<file path="config.mk">
export PLATFORM = sky130hd
export DESIGN_NAME = tfpr_ctrl
export DESIGN_NICKNAME = d
export VERILOG_FILES = /design/src/rtl/tfpr_pkg.sv /design/src/rtl/tfpr_ctrl.sv
export SDC_FILE = /design/constraint.sdc
export NUM_CORES = 1
export LEC_CHECK = 0
export ABC_AREA = 1
export BUFFER_PORTS_ARGS = -buffer_cell sky130_fd_sc_hd__buf_2
export CELL_PAD_IN_SITES_DETAIL_PLACEMENT = 0
export CELL_PAD_IN_SITES_GLOBAL_PLACEMENT = 1
export CORE_MARGIN = 10
export CORE_UTILIZATION = 32
export CTS_CLUSTER_DIAMETER = 60
export DETAILED_ROUTE_END_ITERATION = 6
export PLACE_DENSITY_LB_ADDON = 0.1
export SYNTH_ARGS = -nofsm -noshare
export SYNTH_HDL_FRONTEND = slang
export SYNTH_SLANG_ARGS = --single-unit
</file>
<file path="constraint.sdc">
create_clock -name clk -period 3.45 [get_ports clk]
set_input_delay 0.69 -clock clk [delete_from_list [all_inputs] [get_ports clk]]
set_output_delay 0.69 -clock clk [all_outputs]
set_load 0.1 [all_outputs]
</file>
<file path="src/rtl/tfpr_pkg.sv">
// shared types, constants and helpers for the temporal fastest-path relax block
package tfpr_pkg;

	localparam int VERTEX_COUNT = 1024;
	localparam int ADDR_W       = (VERTEX_COUNT > 1) ? $clog2(VERTEX_COUNT) : 1;
	localparam int VID_W        = 10;
	localparam int TIME_W       = 32;
	localparam int CFG_IDX_W    = 2;

	localparam logic signed [TIME_W-1:0] INT_MAX = 32'sh7fff_ffff;
	localparam logic signed [TIME_W-1:0] INT_MIN = 32'sh8000_0000;

	localparam logic [CFG_IDX_W-1:0] CFG_SOURCE = 2'd0;
	localparam logic [CFG_IDX_W-1:0] CFG_QSTART = 2'd1;
	localparam logic [CFG_IDX_W-1:0] CFG_QEND   = 2'd2;

	typedef enum logic [1:0] {
		MODE_RELAX   = 2'd0,
		MODE_ROUND   = 2'd1,
		MODE_READ    = 2'd2,
		MODE_RESTART = 2'd3
	} mode_t;

	typedef enum logic [1:0] {
		ASEL_SRC,
		ASEL_DST,
		ASEL_SWEEP
	} asel_t;

	typedef struct packed {
		logic  capture;
		asel_t asel;
		logic  eval_src;
		logic  update;
		logic  read_res;
		logic  sweep;
		logic  clr_reached;
		logic  set_source;
		logic  restart_res;
		logic  round_res;
	} cmd_t;

	function automatic logic in_range(logic [VID_W-1:0] v);
		return {{(32-VID_W){1'b0}}, v} < 32'(VERTEX_COUNT);
	endfunction

endpackage

</file>
<file path="src/rtl/tfpr_ctrl.sv">
// controller state machine: sequences relax, read, sweep and clearing passes
module tfpr_ctrl import tfpr_pkg::*; (
	input  logic             clk,
	input  logic             arst_n,
	input  logic             start,
	input  logic [1:0]       mode,
	input  logic             sweep_last,
	output logic             busy,
	output cmd_t             cmd
);

	typedef enum logic [3:0] {
		ST_CLEAR,
		ST_IDLE,
		ST_RLX_SRC,
		ST_RLX_DST,
		ST_RLX_UPD,
		ST_RD_ISSUE,
		ST_RD_OUT,
		ST_ROUND_SWEEP,
		ST_RST_SWEEP
	} state_t;

	state_t state_q;

	assign busy = (state_q != ST_IDLE);

	always_ff @(posedge clk or negedge arst_n) begin
		if (!arst_n) begin
			state_q <= ST_CLEAR;
		end else begin
			case (state_q)
				ST_CLEAR: begin
					if (sweep_last) state_q <= ST_IDLE;
				end
				ST_IDLE: begin
					if (start) begin
						case (mode_t'(mode))
							MODE_RELAX:   state_q <= ST_RLX_SRC;
							MODE_ROUND:   state_q <= ST_ROUND_SWEEP;
							MODE_READ:    state_q <= ST_RD_ISSUE;
							MODE_RESTART: state_q <= ST_RST_SWEEP;
							default:      state_q <= ST_IDLE;
						endcase
					end
				end
				ST_RLX_SRC:  state_q <= ST_RLX_DST;
				ST_RLX_DST:  state_q <= ST_RLX_UPD;
				ST_RLX_UPD:  state_q <= ST_IDLE;
				ST_RD_ISSUE: state_q <= ST_RD_OUT;
				ST_RD_OUT:   state_q <= ST_IDLE;
				ST_ROUND_SWEEP, ST_RST_SWEEP: begin
					if (sweep_last) state_q <= ST_IDLE;
				end
				default: state_q <= ST_CLEAR;
			endcase
		end
	end

	always_comb begin
		cmd = '0;
		cmd.asel = ASEL_SRC;
		case (state_q)
			ST_CLEAR: begin
				cmd.asel        = ASEL_SWEEP;
				cmd.sweep       = 1'b1;
				cmd.clr_reached = 1'b1;
			end
			ST_IDLE: begin
				cmd.capture = start;
			end
			ST_RLX_SRC: begin
				cmd.asel = ASEL_SRC;
			end
			ST_RLX_DST: begin
				cmd.asel     = ASEL_DST;
				cmd.eval_src = 1'b1;
			end
			ST_RLX_UPD: begin
				cmd.asel   = ASEL_DST;
				cmd.update = 1'b1;
			end
			ST_RD_ISSUE: begin
				cmd.asel = ASEL_SRC;
			end
			ST_RD_OUT: begin
				cmd.read_res = 1'b1;
			end
			ST_ROUND_SWEEP: begin
				cmd.asel      = ASEL_SWEEP;
				cmd.sweep     = 1'b1;
				cmd.round_res = sweep_last;
			end
			ST_RST_SWEEP: begin
				cmd.asel        = ASEL_SWEEP;
				cmd.sweep       = 1'b1;
				cmd.clr_reached = 1'b1;
				cmd.set_source  = 1'b1;
				cmd.restart_res = sweep_last;
			end
			default: begin
				cmd = '0;
			end
		endcase
	end

endmodule

</file>
# After elaboration in Yosys (flattened, before gate mapping)
# Cells that the tools add are included.
[totals]
register_bits = 4
latchBits = 0
ram_bits = 0
romBits = 0
out_inout_bits = 12
word_cells = 35
mem_count = 0
[classes]
add_sub_neg = 0
n_mul = 0
div = 0
magnitude_cmp = 0
n_eq_ne = 14
shifts = 0
mux = 13
bitwise = 0
n_reduce_logical = 7
[ops]
columns = ["op", "count"]
rows = [
  ["4-bit one-hot mux with 6 select lines", 1],
  ["4-bit by 3-bit equality test with 1-bit output, second input constant", 4],
  ["4-bit one-hot mux with 4 select lines", 1],
  ["4-bit by 2-bit equality test with 1-bit output, second input constant", 2],
  ["4-bit two-way mux", 2],
  ["1-bit two-way mux", 7],
  ["2-bit OR reduction", 3],
  ["2-bit equality test, second input constant", 2],
  ["4-bit by 1-bit equality test with 1-bit output, second input constant", 1],
  ["4-bit equality test, second input constant", 1],
  ["4-bit zero test", 1],
  ["4-bit by 1-bit inequality test with 1-bit output, second input constant", 1],
  ["2-bit one-hot mux with 2 select lines", 1],
  ["3-bit OR reduction", 1],
  ["2-bit by 1-bit equality test with 1-bit output, second input constant", 1],
  ["2-bit zero test", 1],
  ["2-bit two-way mux", 1],
  ["2-bit by 1-bit inequality test with 1-bit output, second input constant", 1],
  ["2-bit inequality test, second input constant", 1],
  ["2-bit AND reduction", 1],
]

# Depth between registers and ports, before layout
[logic_depth]
word_depth = 4
ltp_mapped = 8
ltp_nobuf = 8

# Worst setup path after synthesis
# OpenSTA, ideal clock, no wires.
[synth_path]
path_type = "input port to output port"
startpoint = "in sweep_last"
endpoint = "out cmd[1] (netlist name)"
t_arrival_ns = 2.798
required_time_ns = 2.760
setup_slack_ns = -0.038
stages = 2
n_path_buf = 0
path_cell_list = "inv_2 -> nor3_1"
[synth_lines]
columns = ["element", "line", "rtl"]
rows = [
  ["from (decl)", "tfpr_ctrl.sv:7", "input logic sweep_last,"],
  ["to (decl)", "tfpr_ctrl.sv:9", "output cmd_t cmd"],
]

==> results.tsv <==
metric	value	unit
cell taking the most area after synthesis	dfrtp_1	
largest net degree at the start of global routing	7	
ys flop type	dfrtp_1	
initial core utilization	33.5	%
Synth Net Count	71	
top cells by area, synth	dfrtp_1, nand2_1, nand2_4	
CP Capture Type	output port	
fill count	147	
XOR/XNOR Fraction of Synth Area	0	%
Chip Width	56.7	um
Core Area	1280	um^2
Post-synth EDFFs	0	
Slew Limit Fails	0	
Crit-path slowest cell	buf_2	
hold_buf cts	0	
Final #Nets	93	
Detail Placement HPWL	878	um
antenna viol nets, final	0	
setup slack, reg-to-reg	2.24	ns
clk root buf	clkbuf_4	
Top reg by flops	state_q	
CP arrival	1.58	ns
main combinational cell family by area after synthesis	simple AND/OR/NAND/NOR gates	
crit path launch type	flip-flop	
post-synthesis simple-gate area fraction	50.0	%
Post-CTS Setup Bufs	0	
vias per cell	4.28	
WL/cell	10.2	um
Worst EP required	2.76	ns
CP Cell Sequence	nor2_2 > nand2_1 > o21ai_0 > buf_2	
max incr delay on CP	0.44	ns
critical path fanouts, max	5	
Synth top cells by count	nand2_1, inv_1, inv_2, nand3_1, nor2_1	
CP Class	flip-flop to output port	
CTS clk-pin slew, worst paths	0.04	ns
fmax	0.441	GHz
outcome	finished clean	
max FFs per register	4	
min cycle time layout	2.27	ns
ant diodes	0	
Max Cap Violations	0	
final core utilization	43.7	%
compound-cell area share of the yosys netlist	6.69	%
Adder-Cell Fraction of Synth Area	8.72	%
# IOs	18	
number of CTS-inserted buffers	3	
1st-iter DRT viols	7	
synthesized instance count	62	
reg2reg path depth	7	
die area	3210	um^2
First-pass DRT Iterations	4	
hold crit path type	input pin to asynchronous set/reset pin	
TNS Setup	0	ns
Syn-to-layout area delta	30.5	%
layout cell share with drive strength beyond 1	43.9	%
Port Buffers	17	
mux contribution to synthesized area	0	%
global-route usage over all layers	6.91	%
Synth cell types	17	
WL final	989	um
r2r startpoint	state_q[1]	
sequential share of the synthesized area	23.3	%
async set-reset flop share out of synthesis	100	%
antenna violations before repair	0	
num rows	13	
via count	415	
period utilization	65.8	%
total grt overflow	0	
htree depth	1	
RSZ-0062 raised after global routing	false	
Cell Area, Synth	430	um^2
routability cong.	0.695	
first-pass GRT wire length	1770	um
Final Setup Violations	0	
post-synth top area share	23.3	%
Slew @ Worst Pin	0.491	ns
Clock Tree Buf Depth	2	
Fin. Hold Viols	0	
Max-slew headroom	67.5	%
Worst-Skew Late Latency	0.23	ns
biggest regs	state_q x4	
Clock Sinks	4	
CTS tree	built	
Avg Inst Size Synth	6.94	um^2
Clock Skews	0.00470	ns
most common cell in the netlist	nand2_1	
# resized after CTS	0	
vias in the first global route	435	
Worst R2R End	state_q[1]	
Die Ht	56.7	um
DRC	0	
Yosys reg bits	4	
Ys Warns	0	
[layout make-up]
class                   count  area (um^2)  share of cell area (%)
flip-flops and latches      4          100                    17.8
clock buffers               3         22.5                    4.01
multi-input cells          45          287                    51.0
repair buffers             17         85.1                    15.1
well taps                  15         18.8                    3.34
inverters                  13         48.8                    8.69
[worst max-delay path by stage]
stage	end	depth (start not counted)	startpoint	slack, ns
after floorplan	cmd[8]	3	state_q[1]	0.04
after global placement	cmd[1]	4	sweep_last	1.36
after detailed placement	cmd[1]	4	sweep_last	1.35
after CTS	cmd[8]	4	state_q[3]	1.18
after global routing	cmd[8]	4	state_q[3]	1.07
final	cmd[8]	4	state_q[3]	1.18
[stage by stage]
stage | instance area, um^2 | cells | hold WS [ns] | worst slack (ns)
after floorplan | 435 | 62 | 0.394 | 0.0426
after global placement | 539 | 94 | 0.496 | 1.36
after detailed placement | 539 | 94 | 0.496 | 1.35
after CTS | 562 | 97 | 0.242 | 1.18
after global routing | 562 | 97 | 0.240 | 1.07
final | 562 | 97 | 0.250 | 1.18
[worst max-delay path: cells and delay by family, from the launching register on]
kind                   cells  cell delay (ns)
AO/OA/AOI/OAI              1             0.08
AND/OR/NAND/NOR            2             0.41
flip-flops                 1             0.41
buffers and inverters      1             0.44
[cells by family (layout without fill, tap and decap cells)]
family / after synthesis / in the layout
AO/OA/AOI/OAI: 4 / 4
adder cells (fa/ha/maj): 3 / 3
buffers and inverters: 13 / 33
flip-flops: 4 / 4
AND/OR/NAND/NOR: 38 / 38
[routing by layer]
metal,GRT usage (%),part of all wire (%),up-vias
li1,-,-,229
met1,7.02,42,174
met2,10.2,48,12
met3,5.39,9.7,0
met4,3.09,0,0
met5,0,0,-
[cells in the final DEF (no fill, tap or decap), drive strengths merged, types with 2 or more instances in the layout]
cell / instances
clkbuf: 3
o211ai: 2
nand3: 6
nand2: 22
nor3: 2
buf: 17
dfrtp: 4
ha: 3
inv: 12
nor2: 8
Power is not shown: default switching activity piles up to over one toggle a cycle in this logic, so the estimate is an artifact.
